<file path="src/hdl/pbrd_pkg.sv">
// Shared constants, types and register map for the pulse beat rate detector.
// No dependencies; used by pbrd_div and pulse_beat_rate_detector.
`default_nettype none

package pbrd_pkg;

  localparam int SAMPLE_BITS = 16;
  localparam int TIME_BITS   = 32;
  localparam int CFG_BITS    = 16;
  localparam int DIV_BITS    = 16;
  localparam int CNT_BITS    = $clog2(DIV_BITS);
  localparam int DATA_BITS   = 32;
  localparam int ADDR_BITS   = 5;
  localparam int IDX_BITS    = 3;

  typedef logic [SAMPLE_BITS-1:0] sample_t;
  typedef logic [TIME_BITS-1:0]   time_t;
  typedef logic [CFG_BITS-1:0]    cfg_t;
  typedef logic [DIV_BITS-1:0]    div_t;
  typedef logic [DATA_BITS-1:0]   data_t;
  typedef logic [IDX_BITS-1:0]    reg_idx_t;

  // Beats per minute numerator (ms per minute)
  localparam div_t RATE_NUM = div_t'(60000);

  // Register indexes
  localparam reg_idx_t REG_TRIGGER  = 3'd0;
  localparam reg_idx_t REG_RELEASE  = 3'd1;
  localparam reg_idx_t REG_MIN_INT  = 3'd2;
  localparam reg_idx_t REG_MAX_INT  = 3'd3;
  localparam reg_idx_t REG_LOW_RATE = 3'd4;
  localparam reg_idx_t REG_HIGH_RATE = 3'd5;

  // Register reset values
  localparam cfg_t RST_TRIGGER   = cfg_t'(35000);
  localparam cfg_t RST_RELEASE   = cfg_t'(2000);
  localparam cfg_t RST_MIN_INT   = cfg_t'(300);
  localparam cfg_t RST_MAX_INT   = cfg_t'(2000);
  localparam cfg_t RST_LOW_RATE  = cfg_t'(30);
  localparam cfg_t RST_HIGH_RATE = cfg_t'(200);

endpackage

`default_nettype wire

</file>
<file path="src/hdl/pbrd_div.sv">
// Bit-serial restoring divider: RATE_NUM / divisor, one quotient bit per cycle.
// Depends on pbrd_pkg.
`default_nettype none

module pbrd_div (
  input  wire logic          clk,
  input  wire logic          rst,
  input  wire logic          start,
  input  wire pbrd_pkg::div_t divisor,
  output logic               done,
  output pbrd_pkg::div_t     quotient
);

  logic                            busy;
  logic [pbrd_pkg::CNT_BITS-1:0]   cnt;
  pbrd_pkg::div_t                  rem;
  pbrd_pkg::div_t                  quo;
  pbrd_pkg::div_t                  dvs;
  logic [pbrd_pkg::DIV_BITS:0]     rem_sh;
  logic [pbrd_pkg::DIV_BITS:0]     diff;
  logic                            ge;
  pbrd_pkg::div_t                  rem_next;
  pbrd_pkg::div_t                  quo_next;

  // Shift in the next dividend bit, subtract when it fits
  always_comb begin
    rem_sh   = {rem, quo[pbrd_pkg::DIV_BITS-1]};
    diff     = rem_sh - {1'b0, dvs};
    ge       = !diff[pbrd_pkg::DIV_BITS];
    rem_next = ge ? diff[pbrd_pkg::DIV_BITS-1:0] : rem_sh[pbrd_pkg::DIV_BITS-1:0];
    quo_next = {quo[pbrd_pkg::DIV_BITS-2:0], ge};
  end

  always_ff @(posedge clk) begin
    if (rst) begin
      busy <= 1'b0;
      done <= 1'b0;
      cnt  <= '0;
    end else begin
      done <= 1'b0;
      if (start) begin
        busy <= 1'b1;
        cnt  <= '0;
      end else if (busy) begin
        cnt <= cnt + 1'b1;
        if (cnt == pbrd_pkg::CNT_BITS'(pbrd_pkg::DIV_BITS - 1)) begin
          busy <= 1'b0;
          done <= 1'b1;
        end
      end
    end
  end

  always_ff @(posedge clk) begin
    if (start) begin
      rem <= '0;
      quo <= pbrd_pkg::RATE_NUM;
      dvs <= divisor;
    end else if (busy) begin
      rem <= rem_next;
      quo <= quo_next;
    end
  end

  assign quotient = quo;

endmodule

`default_nettype wire

</file>
<file path="src/hdl/pulse_beat_rate_detector.sv">
// Pulse beat rate detector top level: config registers, beat tracking, result register.
// Depends on pbrd_pkg and pbrd_div.
//
// Usage:
//   Input channel (in_valid/in_stall) carries one beat: a sensor sample and its
//   millisecond timestamp. Output channel (out_valid/out_stall) carries one
//   result beat per input: held rate, in-beat flag, beat-start pulse and the
//   plausibility flag for the rate.
//   Flow: an item that needs no rate update goes straight to the done state; when
//   a new interval falls inside the window the serial divider first works out the
//   rate (one quotient bit per cycle for 16 bits) and its quotient is captured into
//   the held rate. The result is registered into the output register once it is
//   free. One item is worked on at a time.
//   in_stall is high while an item is being worked on or its result is waiting
//   for a free output register. A stalled output holds its result; the block
//   still takes a new item while that result waits.
//   Reset (rst, synchronous) loads register defaults, clears the beat state,
//   last-beat time and held rate, and empties the output register.
//   The APB port writes registers at byte address 4*index; write it only while
//   the block is idle.
`default_nettype none

module pulse_beat_rate_detector (
  input  wire logic                              clk,
  input  wire logic                              rst,
  input  wire logic                              psel,
  input  wire logic                              penable,
  input  wire logic                              pwrite,
  input  wire logic [pbrd_pkg::ADDR_BITS-1:0]    paddr,
  input  wire logic [pbrd_pkg::DATA_BITS-1:0]    pwdata,
  output logic      [pbrd_pkg::DATA_BITS-1:0]    prdata,
  output logic                                   pready,
  input  wire logic                              in_valid,
  output logic                                   in_stall,
  input  wire logic [15:0]                       sample,
  input  wire logic [31:0]                       now_ms,
  output logic                                   out_valid,
  input  wire logic                              out_stall,
  output logic [15:0]                            beats_per_minute,
  output logic                                   in_beat,
  output logic                                   beat_seen,
  output logic                                   rate_plausible
);

  localparam logic [1:0] ST_IDLE = 2'd0;
  localparam logic [1:0] ST_DIV  = 2'd1;
  localparam logic [1:0] ST_DONE = 2'd2;

  pbrd_pkg::cfg_t trigger_level;
  pbrd_pkg::cfg_t release_margin;
  pbrd_pkg::cfg_t min_interval_ms;
  pbrd_pkg::cfg_t max_interval_ms;
  pbrd_pkg::cfg_t low_rate_bound;
  pbrd_pkg::cfg_t high_rate_bound;

  logic [1:0]         state;
  logic               beat_flag;
  pbrd_pkg::time_t    last_beat_ms;
  pbrd_pkg::div_t     rate_hold;
  logic               started;

  pbrd_pkg::reg_idx_t reg_idx;
  logic               cfg_wr;
  logic               accept;
  pbrd_pkg::cfg_t     s_ext;
  pbrd_pkg::time_t    now_t;
  pbrd_pkg::time_t    interval;
  logic               beat_start;
  logic               rate_update;
  logic               release_hit;
  logic               div_done;
  pbrd_pkg::div_t     div_quo;
  logic               out_free;

  // Configuration port
  assign pready  = 1'b1;
  assign reg_idx = paddr[pbrd_pkg::ADDR_BITS-1:2];
  assign cfg_wr  = psel && penable && pwrite && pready;

  always_ff @(posedge clk) begin
    if (rst) begin
      trigger_level   <= pbrd_pkg::RST_TRIGGER;
      release_margin  <= pbrd_pkg::RST_RELEASE;
      min_interval_ms <= pbrd_pkg::RST_MIN_INT;
      max_interval_ms <= pbrd_pkg::RST_MAX_INT;
      low_rate_bound  <= pbrd_pkg::RST_LOW_RATE;
      high_rate_bound <= pbrd_pkg::RST_HIGH_RATE;
    end else if (cfg_wr) begin
      case (reg_idx)
        pbrd_pkg::REG_TRIGGER:   trigger_level   <= pwdata[pbrd_pkg::CFG_BITS-1:0];
        pbrd_pkg::REG_RELEASE:   release_margin  <= pwdata[pbrd_pkg::CFG_BITS-1:0];
        pbrd_pkg::REG_MIN_INT:   min_interval_ms <= pwdata[pbrd_pkg::CFG_BITS-1:0];
        pbrd_pkg::REG_MAX_INT:   max_interval_ms <= pwdata[pbrd_pkg::CFG_BITS-1:0];
        pbrd_pkg::REG_LOW_RATE:  low_rate_bound  <= pwdata[pbrd_pkg::CFG_BITS-1:0];
        pbrd_pkg::REG_HIGH_RATE: high_rate_bound <= pwdata[pbrd_pkg::CFG_BITS-1:0];
        default: ;
      endcase
    end
  end

  always_comb begin
    case (reg_idx)
      pbrd_pkg::REG_TRIGGER:   prdata = pbrd_pkg::data_t'(trigger_level);
      pbrd_pkg::REG_RELEASE:   prdata = pbrd_pkg::data_t'(release_margin);
      pbrd_pkg::REG_MIN_INT:   prdata = pbrd_pkg::data_t'(min_interval_ms);
      pbrd_pkg::REG_MAX_INT:   prdata = pbrd_pkg::data_t'(max_interval_ms);
      pbrd_pkg::REG_LOW_RATE:  prdata = pbrd_pkg::data_t'(low_rate_bound);
      pbrd_pkg::REG_HIGH_RATE: prdata = pbrd_pkg::data_t'(high_rate_bound);
      default:                 prdata = '0;
    endcase
  end

  // Beat detection on the incoming beat
  assign in_stall = (state != ST_IDLE);
  assign accept   = in_valid && !in_stall;

  always_comb begin
    s_ext       = pbrd_pkg::cfg_t'(sample[pbrd_pkg::SAMPLE_BITS-1:0]);
    now_t       = now_ms[pbrd_pkg::TIME_BITS-1:0];
    interval    = now_t - last_beat_ms;
    beat_start  = (s_ext > trigger_level) && !beat_flag;
    rate_update = beat_start
               && (interval > pbrd_pkg::time_t'(min_interval_ms))
               && (interval < pbrd_pkg::time_t'(max_interval_ms));
    // A margin above the trigger level means the beat never releases
    release_hit = (release_margin <= trigger_level)
               && (s_ext < (trigger_level - release_margin));
  end

  pbrd_div u_div (
    .clk      (clk),
    .rst      (rst),
    .start    (accept && rate_update),
    .divisor  (interval[pbrd_pkg::DIV_BITS-1:0]),
    .done     (div_done),
    .quotient (div_quo)
  );

  assign out_free = !out_valid || !out_stall;

  always_ff @(posedge clk) begin
    if (rst) begin
      state        <= ST_IDLE;
      beat_flag    <= 1'b0;
      last_beat_ms <= '0;
      rate_hold    <= '0;
      out_valid    <= 1'b0;
    end else begin
      if ((state == ST_DONE) && out_free) begin
        out_valid <= 1'b1;
      end else if (out_valid && !out_stall) begin
        out_valid <= 1'b0;
      end
      case (state)
        ST_IDLE: begin
          if (accept) begin
            beat_flag <= (beat_start || beat_flag) && !release_hit;
            if (beat_start) begin
              last_beat_ms <= now_t;
            end
            state <= rate_update ? ST_DIV : ST_DONE;
          end
        end
        ST_DIV: begin
          if (div_done) begin
            rate_hold <= div_quo;
            state     <= ST_DONE;
          end
        end
        ST_DONE: begin
          if (out_free) begin
            state <= ST_IDLE;
          end
        end
        default: state <= ST_IDLE;
      endcase
    end
  end

  // Result payload
  always_ff @(posedge clk) begin
    if (accept) begin
      started <= beat_start;
    end
    if ((state == ST_DONE) && out_free) begin
      beats_per_minute <= rate_hold;
      in_beat          <= beat_flag;
      beat_seen        <= started;
      rate_plausible   <= (rate_hold > low_rate_bound) && (rate_hold < high_rate_bound);
    end
  end

  a_seen_in_beat : assert property (@(posedge clk) disable iff (rst)
    out_valid |-> (!beat_seen || in_beat))
    else $error("beat start reported without in-beat flag");

  a_div_only_in_div : assert property (@(posedge clk) disable iff (rst)
    div_done |-> (state == ST_DIV))
    else $error("divider finished outside the divide state");

  a_quo_bound : assert property (@(posedge clk) disable iff (rst)
    div_done |-> (div_quo <= pbrd_pkg::RATE_NUM))
    else $error("rate quotient above numerator");

  a_accept_busy : assert property (@(posedge clk) disable iff (rst)
    accept |=> in_stall)
    else $error("input not stalled after accepting a beat");

endmodule

`default_nettype wire
</file>
<file path="config.mk">
export PLATFORM = sky130hd
export DESIGN_NAME = pulse_beat_rate_detector
export DESIGN_NICKNAME = d
export VERILOG_FILES = /design/src/hdl/pbrd_pkg.sv /design/src/hdl/pbrd_div.sv /design/src/hdl/pulse_beat_rate_detector.sv
export SDC_FILE = /design/constraint.sdc
export NUM_CORES = 1
export LEC_CHECK = 0
export BUFFER_PORTS_ARGS = -buffer_cell sky130_fd_sc_hd__buf_2
export CAP_MARGIN = 15
export CORE_MARGIN = 2
export CORE_UTILIZATION = 60
export DETAILED_ROUTE_END_ITERATION = 6
export GPL_ROUTABILITY_DRIVEN = 0
export PLACE_DENSITY = 0.84
export SYNTH_ARGS = -nofsm -noshare
export SYNTH_HDL_FRONTEND = slang
export SYNTH_SLANG_ARGS = --single-unit
</file>
<file path="constraint.sdc">
create_clock -name clk -period 6.2 [get_ports clk]
set_input_delay 0.62 -clock clk [delete_from_list [all_inputs] [get_ports clk]]
set_output_delay 0.62 -clock clk [all_outputs]
set_load 0.005 [all_outputs]
</file>
== Word level (Yosys, flattened, before mapping) ==
Cells that the tools add are included.
Storage, ports and cells
  latch bits: 0
  bits in registers: 222
  bits of input ports: 92
  memory bits (read-only): 0
  memories: 0
  bits in writable memories: 0
  logic and storage cells: 94
Operators by class
  multiply operators: 0
  mux-type cells: 13
  reduce and logical (&&, ||, !) cells: 36
  shift-type cells: 0
  divide/modulo/power cells: 0
  magnitude comparators: 7
  bitwise operators: 1
  $add $sub $neg: 4
  equal/unequal tests: 11
Operator list (count)
  $pmux 16 s6: 1
  $gt 16x16->1: 2
  $gt 32x16->1: 1
  $lt 16x16->1: 2
  $lt 32x16->1: 1
  $sub 32x32->32: 1
  $sub 17x16->17: 1
  $le 16x16->1: 1
  $mux 16: 1
  $reduce_and 2->1: 8
  $sub 16x16->16: 1
  $logic_and 1x1->1: 12
  $mux 2: 4
  $eq 3x2->1 const B: 2
  $eq 3x3->1 const B: 2
  $logic_not 1->1: 6
  $mux 1: 6
  $pmux 2 s3: 1
  $reduce_and 3->1: 2
  $add 4x1->4 const B: 1
  $eq 4x4->1 const B: 1
  $ne 2x2->1 const B: 2
  $reduce_bool 2->1: 2
  $eq 3x1->1 const B: 1
  other kinds (9): 10

== Logic depth before layout (Yosys ltp) ==
Gate-level depths: netlist of run 1.
  depth in word-level cells: 7
  depth in mapped cells: 23

== By module ==
Synthesis of run 1 repeated with hierarchy kept, for this count alone.
Unflattened totals
  cell total of the unflattened synthesis: 1863
  area, all modules: 14767.9 um^2
By module, submodules not included
  pulse_beat_rate_detector: area each 11895.2 um^2, cells each 1560, instances 1, sequential area each 3563.4 um^2
  pbrd_div: area each 2872.8 um^2, cells each 303, instances 1, sequential area each 1241.2 um^2

== Least setup slack after synthesis of run 1 ==
Ideal clock, no wire load.
  path kind: input to register
  start: input now_ms[1]
  end: register u_div.dvs[0] (enable)
  buffers on the path: 0
  data required time: 5.812 ns
  setup time: 0.388 ns
  stages: 19
  slack: 0.876 ns
  data arrival time: 4.936 ns
  path through: ha_1 > or2b_2 > a21o_2 > nand2_1 > nor3_1 > o41ai_1 > nand3_1 > nand2_1 > xor2_1 > ha_1 > nand4_1 > nor4_1 > a21boi_0 > or3_1 > o41ai_1 > nor4_1 > nand4_1 > or4_1 > nor2_1
On the way
  word-level cells in the longest chain between the ends: 5
  elaborated cells between the ends (all ways): 6
  those cells by class: add/sub: 1; order compare: 2; reduce/logical: 3
Ends and longest elaborated chain
  start: declaration: line pulse_beat_rate_detector.sv:36  | input wire logic [31:0] now_ms,
  $sub 32x32->32 *: line pulse_beat_rate_detector.sv:120  | interval = now_t - last_beat_ms;
  named net interval[11]: line pulse_beat_rate_detector.sv:67  | pbrd_pkg::time_t interval;
  $gt 32x16->1: line pulse_beat_rate_detector.sv:123  | && (interval > pbrd_pkg::time_t'(min_interval_ms))
  $logic_and 1x1->1: line pulse_beat_rate_detector.sv:123
  $logic_and 1x1->1 *: line pulse_beat_rate_detector.sv:124  | && (interval < pbrd_pkg::time_t'(max_interval_ms));
  $logic_and 1x1->1 *: line pulse_beat_rate_detector.sv:133  | .start (accept && rate_update),
  named net u_div.start: line pbrd_div.sv:8  | input wire logic start,
  end signal: assignment: line pbrd_div.sv:58  | dvs <= divisor;
  end: declaration: line pbrd_div.sv:18  | pbrd_pkg::div_t dvs;
Mark *: on every way through the listed nets, which the timed path passes. The rest lies on a longest branch.
A chain may end at the register's enable or synchronous reset.

== Worst setup path after layout of run 1 ==
  start: register last_beat_ms[0]
  end: register u_div.dvs[15] (enable)
On the way
  word-level cells in the longest chain between the ends: 5
  elaborated cells between the ends (all ways): 6
  those cells by class: add/sub: 1; order compare: 2; reduce/logical: 3
Ends and longest elaborated chain
  start: declaration: line pulse_beat_rate_detector.sv:58  | pbrd_pkg::time_t last_beat_ms;
  start signal: assignment: line pulse_beat_rate_detector.sv:159  | last_beat_ms <= now_t;
  $sub 32x32->32 *: line pulse_beat_rate_detector.sv:120
  named net interval[12]: line pulse_beat_rate_detector.sv:67
  $gt 32x16->1: line pulse_beat_rate_detector.sv:123
  $logic_and 1x1->1: line pulse_beat_rate_detector.sv:123
  $logic_and 1x1->1 *: line pulse_beat_rate_detector.sv:124
  $logic_and 1x1->1 *: line pulse_beat_rate_detector.sv:133
  named net u_div.start: line pbrd_div.sv:8
Marked as above.

==> results of run 1 <==
worst min-delay path, delay by kind of cell:
family | cells | cell delay (ps)
AO/OA/AOI/OAI | 1 | 50
buffers and inverters | 1 | 110
AND/OR/NAND/NOR | 1 | 50
stage by stage:
stage | hold WS (ps) | utilization | power [uW] | cell area (sq um) | setup WS (ps)
3_3_place_gp | 405 | 0.636 | 2180 | 14800 | 717
5_1_grt | 355 | 0.671 | 3700 | 15700 | 388
3_5_place_dp | 417 | 0.636 | 2200 | 14800 | 429
4_1_cts | 343 | 0.668 | 3550 | 15600 | 772
2_1_floorplan | 400 | - | 2030 | 14200 | 876
6_report | 356 | 0.671 | 3560 | 15700 | 681
per-layer routing:
layer,track usage,vias to the layer above
li1,-,6269
met1,0.391,6086
met2,0.501,605
met3,0.0424,124
met4,0.122,0
met5,0,-
logic make-up after synthesis:
| group | count (synthesis) | synth area share |
|---|---|---|
| AND/OR/NAND/NOR | 587 | 0.188 |
| other | 2 | 0.000531 |
| buffers and inverters | 254 | 0.0728 |
| XOR/XNOR | 51 | 0.0316 |
| flip-flops | 222 | 0.340 |
| adder cells (fa/ha/maj) | 160 | 0.143 |
| AO/OA/AOI/OAI | 462 | 0.208 |
| multiplexers | 23 | 0.0163 |
state kept, by name, summed over array words and instances (netlist names), 2 cells and up:
name / flops
beats_per_minute: 16
high_rate_bound: 16
last_beat_ms: 32
low_rate_bound: 16
max_interval_ms: 16
min_interval_ms: 16
rate_hold: 16
release_margin: 16
state: 2
trigger_level: 16
u_div.cnt: 4
u_div.dvs: 16
u_div.quotient: 16
u_div.rem: 16
placed cells by master (no fill, tap or decap), types with 22 or more instances in the layout:
cell	Yosys	layout
a211o_1	30	30
a21o_1	31	31
a21oi_1	207	206
a22oi_1	49	49
buf_2	3	109
clkbuf_16	0	26
dfxtp_1	186	186
edfxtp_1	36	36
ha_1	157	157
inv_1	165	165
mux2i_1	23	23
nand2_1	309	309
nand3_1	30	30
nand4_1	26	26
nor2_1	94	94
nor2b_1	22	22
nor3_1	34	33
o21ai_0	43	43
xnor2_1	32	31
Yosys cell counts, types with 12 or more instances:
cell	number
nor3_1	34
clkbuf_1	66
o21ai_0	43
a21o_1	31
a211oi_1	15
o21a_1	12
dfxtp_1	186
edfxtp_1	36
nand2b_1	13
buf_4	19
nor2_1	94
o211ai_1	15
nor2b_1	22
a22oi_1	49
a211o_1	30
inv_1	165
ha_1	157
xnor2_1	32
mux2i_1	23
xor2_1	19
nand3_1	30
a21oi_1	207
nand4_1	26
nand2_1	309
layout make-up:
class | instances | share of cell area
clock buffer | 33 | 0.0419
clock inverter | 11 | 0.00504
inverter | 165 | 0.0396
multi-input combinational | 1300 | 0.536
sequential | 222 | 0.307
tap | 319 | 0.0255
timing repair buffer | 125 | 0.0448
how the worst max path moves through the flow:
stage               depth (start not counted)                     startpoint                       to
detailed placement                         23                      now_ms[0]  u_div.dvs[10]$_DFFE_PP_
CTS                                        21   last_beat_ms[0]$_SDFFE_PP0P_   u_div.dvs[0]$_DFFE_PP_
floorplan                                  19                      now_ms[1]   u_div.dvs[0]$_DFFE_PP_
global placement                           23                      now_ms[0]  u_div.dvs[12]$_DFFE_PP_
finish                                     21   last_beat_ms[0]$_SDFFE_PP0P_  u_div.dvs[15]$_DFFE_PP_
global route                               19  last_beat_ms[11]$_SDFFE_PP0P_  u_div.dvs[11]$_DFFE_PP_
power by group:
part / internal, uW / leakage [uW] / switching, uW
sequential: 1510 / 0.00185 / 27.2
combinational: 265 / 0.00420 / 395
clock: 779 / 0.000352 / 583
==> results.sh, run 1 <==
export IMPL_worst_setup_path_start_kind="flop"
export IMPL_yosysUniqueCellTypes=74
export IMPL_failed_checks="design-rule violations"
export IMPL_yosysWarnings=0
export IMPL_finalSetupTns_ps=0
export IMPL_fillers=1910
export IMPL_required_ps=6410
export IMPL_ff2ff_path_depth=21
export IMPL_grtUsageTotal=0.300
export IMPL_min_to="last_beat_ms[4]$_SDFFE_PP0P_"
export IMPL_dieArea_sq_um=24800
export IMPL_initial_utilization=0.606
export IMPL_multi_input_area_sq_um=8400
export IMPL_synth_top_area_frac=0.263
export IMPL_seq_area_sq_um=4800
export IMPL_clock_fmax_mhz=181
export IMPL_hold_path_class="in2reg"
export IMPL_drc=2
export IMPL_syn_instance_count=1761
export IMPL_endpoint_kind="flop"
export IMPL_antenna_found_initial=0
export IMPL_setup_violations_final=0
export IMPL_final_cells=2175
export IMPL_grt_first_pass_wirelength_microns=59900
export IMPL_drive_above_1_share=0.0991
export IMPL_postCtsHoldBufs=0
export IMPL_ios=146
export IMPL_dpl_cell_count=2126
export IMPL_clk_pin_slew_worst_paths_ps=60
export IMPL_tightest_slew_ps=1100
export IMPL_routed_wl_microns=38000
export IMPL_rrSetupSlack_ps=680
export IMPL_powerDensity_nw_per_um2=227
export IMPL_clk_latency_ps=520
export IMPL_dieWidth_microns=158
export IMPL_rsz0062_at_grt="false"
export IMPL_insertedDiodeCount=0
export IMPL_port_buffers=110
export IMPL_post_cts_buffers=0
export IMPL_synth_seq_cells=222
export IMPL_synthFlopType="dfxtp_1"
export IMPL_synth_top_cell_by_area="dfxtp_1"
export IMPL_fin_crit_sh=0.890
export IMPL_clock_path_buffers=3
export IMPL_min_delay_path_depth=3
export IMPL_status="finished, violations left"
export IMPL_met2_length_microns=17700
export IMPL_async_flop_share=0
export IMPL_vias_per_cell=6.02
export IMPL_grt_max_degree=88
export IMPL_highest_layer="met4"
export IMPL_final_antenna_net_count=0
export IMPL_r2r_end="u_div.dvs[15]$_DFFE_PP_"
export IMPL_synth_edf_count=36
export IMPL_cts_repair_resize_count=0
export IMPL_ys_seq_area_frac=0.340
export IMPL_maxSlewViolCount=0
export IMPL_drt_iter0_markers=1289
export IMPL_clock_skew_ps=14.0
export IMPL_die_h_microns=158
export IMPL_critPathTopFamily="simple AND/OR/NAND/NOR gates"
export IMPL_dr_wl_met3_microns=2990
export IMPL_slowest_delay_ps=600
export IMPL_cp_arrival_ps=5730
export IMPL_area_growth_syn_to_layout_pct=10.7
export IMPL_peakVddDrop_v=0.000196
export IMPL_grt_pass1_vias=12067
export IMPL_vias=13084
export IMPL_grt_ovfl_total=0
export IMPL_ys_top_cells_by_area="dfxtp_1, ha_1, nand2_1, edfxtp_1, a21oi_1"
export IMPL_cts_tree="built"
export IMPL_post_drt_wl_per_cell_microns=17.5
export IMPL_maxSlewHeadroom=0.267
export IMPL_drtPass1Iterations=7
export IMPL_clock_sinks=222
export IMPL_fin_crit_ps=5520
export IMPL_num_nets_final=2090
export IMPL_rows=56
export IMPL_p_leak_uw=0.00640
export IMPL_syn_area_per_cell_sq_um=8.03
export IMPL_cp_cell_sequence="ha_1 -> inv_1 -> fa_1 -> a211oi_1 -> o211ai_1 -> nand2_1 -> nand2_1 -> a21o_1 -> a21oi_1 -> xnor2_1 -> ha_1 -> nand4_1 -> nor4_1 -> a21boi_0 -> or3_1 -> o41ai_1 -> nor4_1 -> nand4_1 -> or4_1 -> nor2_1 -> buf_4"
export IMPL_hold_violations=0
export IMPL_r2r_start="last_beat_ms[0]$_SDFFE_PP0P_"
export IMPL_cts_inserted_buffers=24
export IMPL_hp_start="now_ms[4]"
export IMPL_core_area_sq_um=23300
export IMPL_slowest_stage="or4_1"
export IMPL_crit_type="reg2reg"
export IMPL_cp_num_buf_inv=2
export IMPL_dp_hpwl_microns=28000
export IMPL_cts_root_buf="clkbuf_16"
export IMPL_maxCapViolCount=0
export IMPL_wl_met1_microns=15700
export IMPL_crit_path_max_fanout=16
export IMPL_netlist_area_sq_um=14100
export IMPL_cts_htree_levels=1
Power figures use the tool's default switching activity.
==> inputs of run 2 (changes only) <==
--- a/config.mk
+++ b/config.mk
@@ -8,10 +8,11 @@
 export BUFFER_PORTS_ARGS = -buffer_cell sky130_fd_sc_hd__buf_2
 export CAP_MARGIN = 15
 export CORE_MARGIN = 2
-export CORE_UTILIZATION = 60
+export CORE_UTILIZATION = 37
+export CTS_CLUSTER_DIAMETER = 120
 export DETAILED_ROUTE_END_ITERATION = 6
 export GPL_ROUTABILITY_DRIVEN = 0
-export PLACE_DENSITY = 0.84
+export PLACE_DENSITY = 0.57
 export SYNTH_ARGS = -nofsm -noshare
 export SYNTH_HDL_FRONTEND = slang
 export SYNTH_SLANG_ARGS = --single-unit
==> results.sh, run 2 (synthesis results as in run 1) <==
export IMPL_fillers=3859
export IMPL_die_h_microns=200
export IMPL_port_buffers=110
export IMPL_rrSetupSlack_ps=900
export IMPL_pwr_share_comb=0.169
export IMPL_post_cts_buffers=0
export IMPL_crit_path_max_fanout=16
export IMPL_dieWidth_microns=200
export IMPL_largest_register="last_beat_ms"
export IMPL_p_seq_frac=0.396
export IMPL_maxSlewHeadroom=0.293
export IMPL_drt_iter0_markers=775
export IMPL_cts_repair_resize_count=0
export IMPL_post_drt_wl_per_cell_microns=16.8
export IMPL_cts_inserted_buffers=27
export IMPL_antenna_found_initial=0
export IMPL_insertedDiodeCount=0
export IMPL_postCtsHoldBufs=0
export IMPL_hold_violations=0
export IMPL_cp_arrival_ps=5530
export IMPL_tightest_slew_ps=1060
export IMPL_largest_reg_flops=32
export IMPL_dieArea_sq_um=39800
export IMPL_switching_share=0.273
export IMPL_grt_first_pass_wirelength_microns=63800
export IMPL_initial_utilization=0.375
export IMPL_clock_fmax_mhz=189
export IMPL_drc=0
export IMPL_hold_path_class="in2reg"
export IMPL_fin_crit_ps=5300
export IMPL_fin_hold_ws_ps=330
export IMPL_clk_latency_ps=540
export IMPL_ios=146
export IMPL_vias=12516
export IMPL_required_ps=6430
export IMPL_fin_crit_sh=0.856
export IMPL_grt_pass1_vias=11830
export IMPL_crit_type="reg2reg"
export IMPL_grt_max_degree=66
export IMPL_drtPass1Iterations=6
export IMPL_finalSetupTns_ps=0
export IMPL_clk_pin_slew_worst_paths_ps=60
export IMPL_drive_above_1_share=0.107
export IMPL_grt_ovfl_total=0
export IMPL_routed_wl_microns=40000
export IMPL_internal_power_uw=2830
export IMPL_rsz0062_at_grt="false"
export IMPL_grtUsageTotal=0.201
export IMPL_maxSlewViolCount=0
export IMPL_clock_sinks=222
export IMPL_pwr_share_clk=0.435
export IMPL_powerDensity_nw_per_um2=241
export IMPL_worst_setup_path_start_kind="flop"
export IMPL_clock_skew_ps=12.6
export IMPL_area_growth_syn_to_layout_pct=14.2
export IMPL_vias_per_cell=5.27
export IMPL_clock_path_buffers=3
export IMPL_peakVddDrop_v=0.000179
export IMPL_num_nets_final=2097
export IMPL_cts_tree="built"
export IMPL_rows=71
export IMPL_status="completed"
export IMPL_final_antenna_net_count=0
export IMPL_cts_htree_levels=1
export IMPL_p_leak_uw=0.00653
export IMPL_endpoint_kind="flop"
export IMPL_power_switching_uw=1060
export IMPL_maxCapViolCount=0
export IMPL_dp_hpwl_microns=30900
export IMPL_cts_root_buf="clkbuf_16"
export IMPL_core_area_sq_um=37700
export IMPL_most_common_layout_cells="nand2_1, a21oi_1, dfxtp_1"
export IMPL_mostFrequentLayoutCell="nand2_1"
export IMPL_setup_violations_final=0
export IMPL_finalPower_uw=3890
-- run 2: cell types whose count changed in the layout (fill, tap and decap cells not counted), sizes merged --
cell    delta
clkbuf     -3
inv        +1
buf        +5
bufinv     +5
clkinv     +1
-- run 2: metal layers --
| layer | share of wire | vias to the layer above | track usage |
|---|---|---|---|
| met4 | 0.026 | 0 | 0.0524 |
| met2 | 0.47 | 270 | 0.336 |
| li1 | - | 6290 | - |
| met3 | 0.041 | 59 | 0.0206 |
| met1 | 0.47 | 5897 | 0.276 |
| met5 | 0 | - | 0 |
-- run 2: final cells by class --
| cell class | count | area [sq um] | share of cell area |
|---|---|---|---|
| clock buffer | 31 | 691 | 0.0428 |
| clock inverter | 18 | 256 | 0.0159 |
| inverter | 165 | 619 | 0.0384 |
| multi-input combinational | 1300 | 8400 | 0.520 |
| sequential | 222 | 4800 | 0.298 |
| tap | 511 | 639 | 0.0396 |
| timing repair buffer | 129 | 738 | 0.0457 |
-- run 2: path summary, 6_finish.rpt --
path,start,end,cells after the start
max reg2reg,last_beat_ms[12]$_SDFFE_PP0P_,u_div.dvs[0]$_DFFE_PP_,20
max,last_beat_ms[12]$_SDFFE_PP0P_,u_div.dvs[0]$_DFFE_PP_,20
min reg2reg,started$_DFFE_PP_,beat_seen$_DFFE_PP_,0
min,now_ms[0],last_beat_ms[0]$_SDFFE_PP0P_,3
-- run 2: worst max-delay path, stage by stage (launching register included) --
cell	delay, ps
dfxtp_1	330
inv_1	40
ha_1	410
nand4_1	170
or4_1	450
a31oi_2	280
or3b_2	230
a21boi_0	120
xnor2_1	140
buf_4	150
ha_1	290
nand4_1	160
nor4_1	360
a21boi_0	220
or3_1	150
o41ai_1	90
nor4_1	290
nand4_1	110
or4_1	620
nor2_1	130
buf_4	250
-- run 2: metrics by stage --
| stage | instances | area [sq um] | setup WS (ps) | utilization |
|---|---|---|---|---|
| after floorplan | 1776 | 14200 | 876 | - |
| after global placement | 2322 | 15100 | 607 | 0.401 |
| after detailed placement | 2322 | 15100 | 547 | 0.401 |
| after CTS | 2371 | 16100 | 888 | 0.426 |
| after global routing | 2376 | 16100 | 441 | 0.429 |
| final | 2376 | 16100 | 896 | 0.429 |
-- run 2: power groups by stage --
| stage | Combinational (uW) | Clock (uW) | Sequential (uW) |
|---|---|---|---|
| 2_1_floorplan | 468 | 0 | 1560 |
| 3_3_place_gp | 641 | 0 | 1570 |
| 3_5_place_dp | 652 | 0 | 1570 |
| 4_1_cts | 656 | 1720 | 1540 |
| 5_1_grt | 743 | 1790 | 1540 |
| 6_report | 657 | 1690 | 1540 |
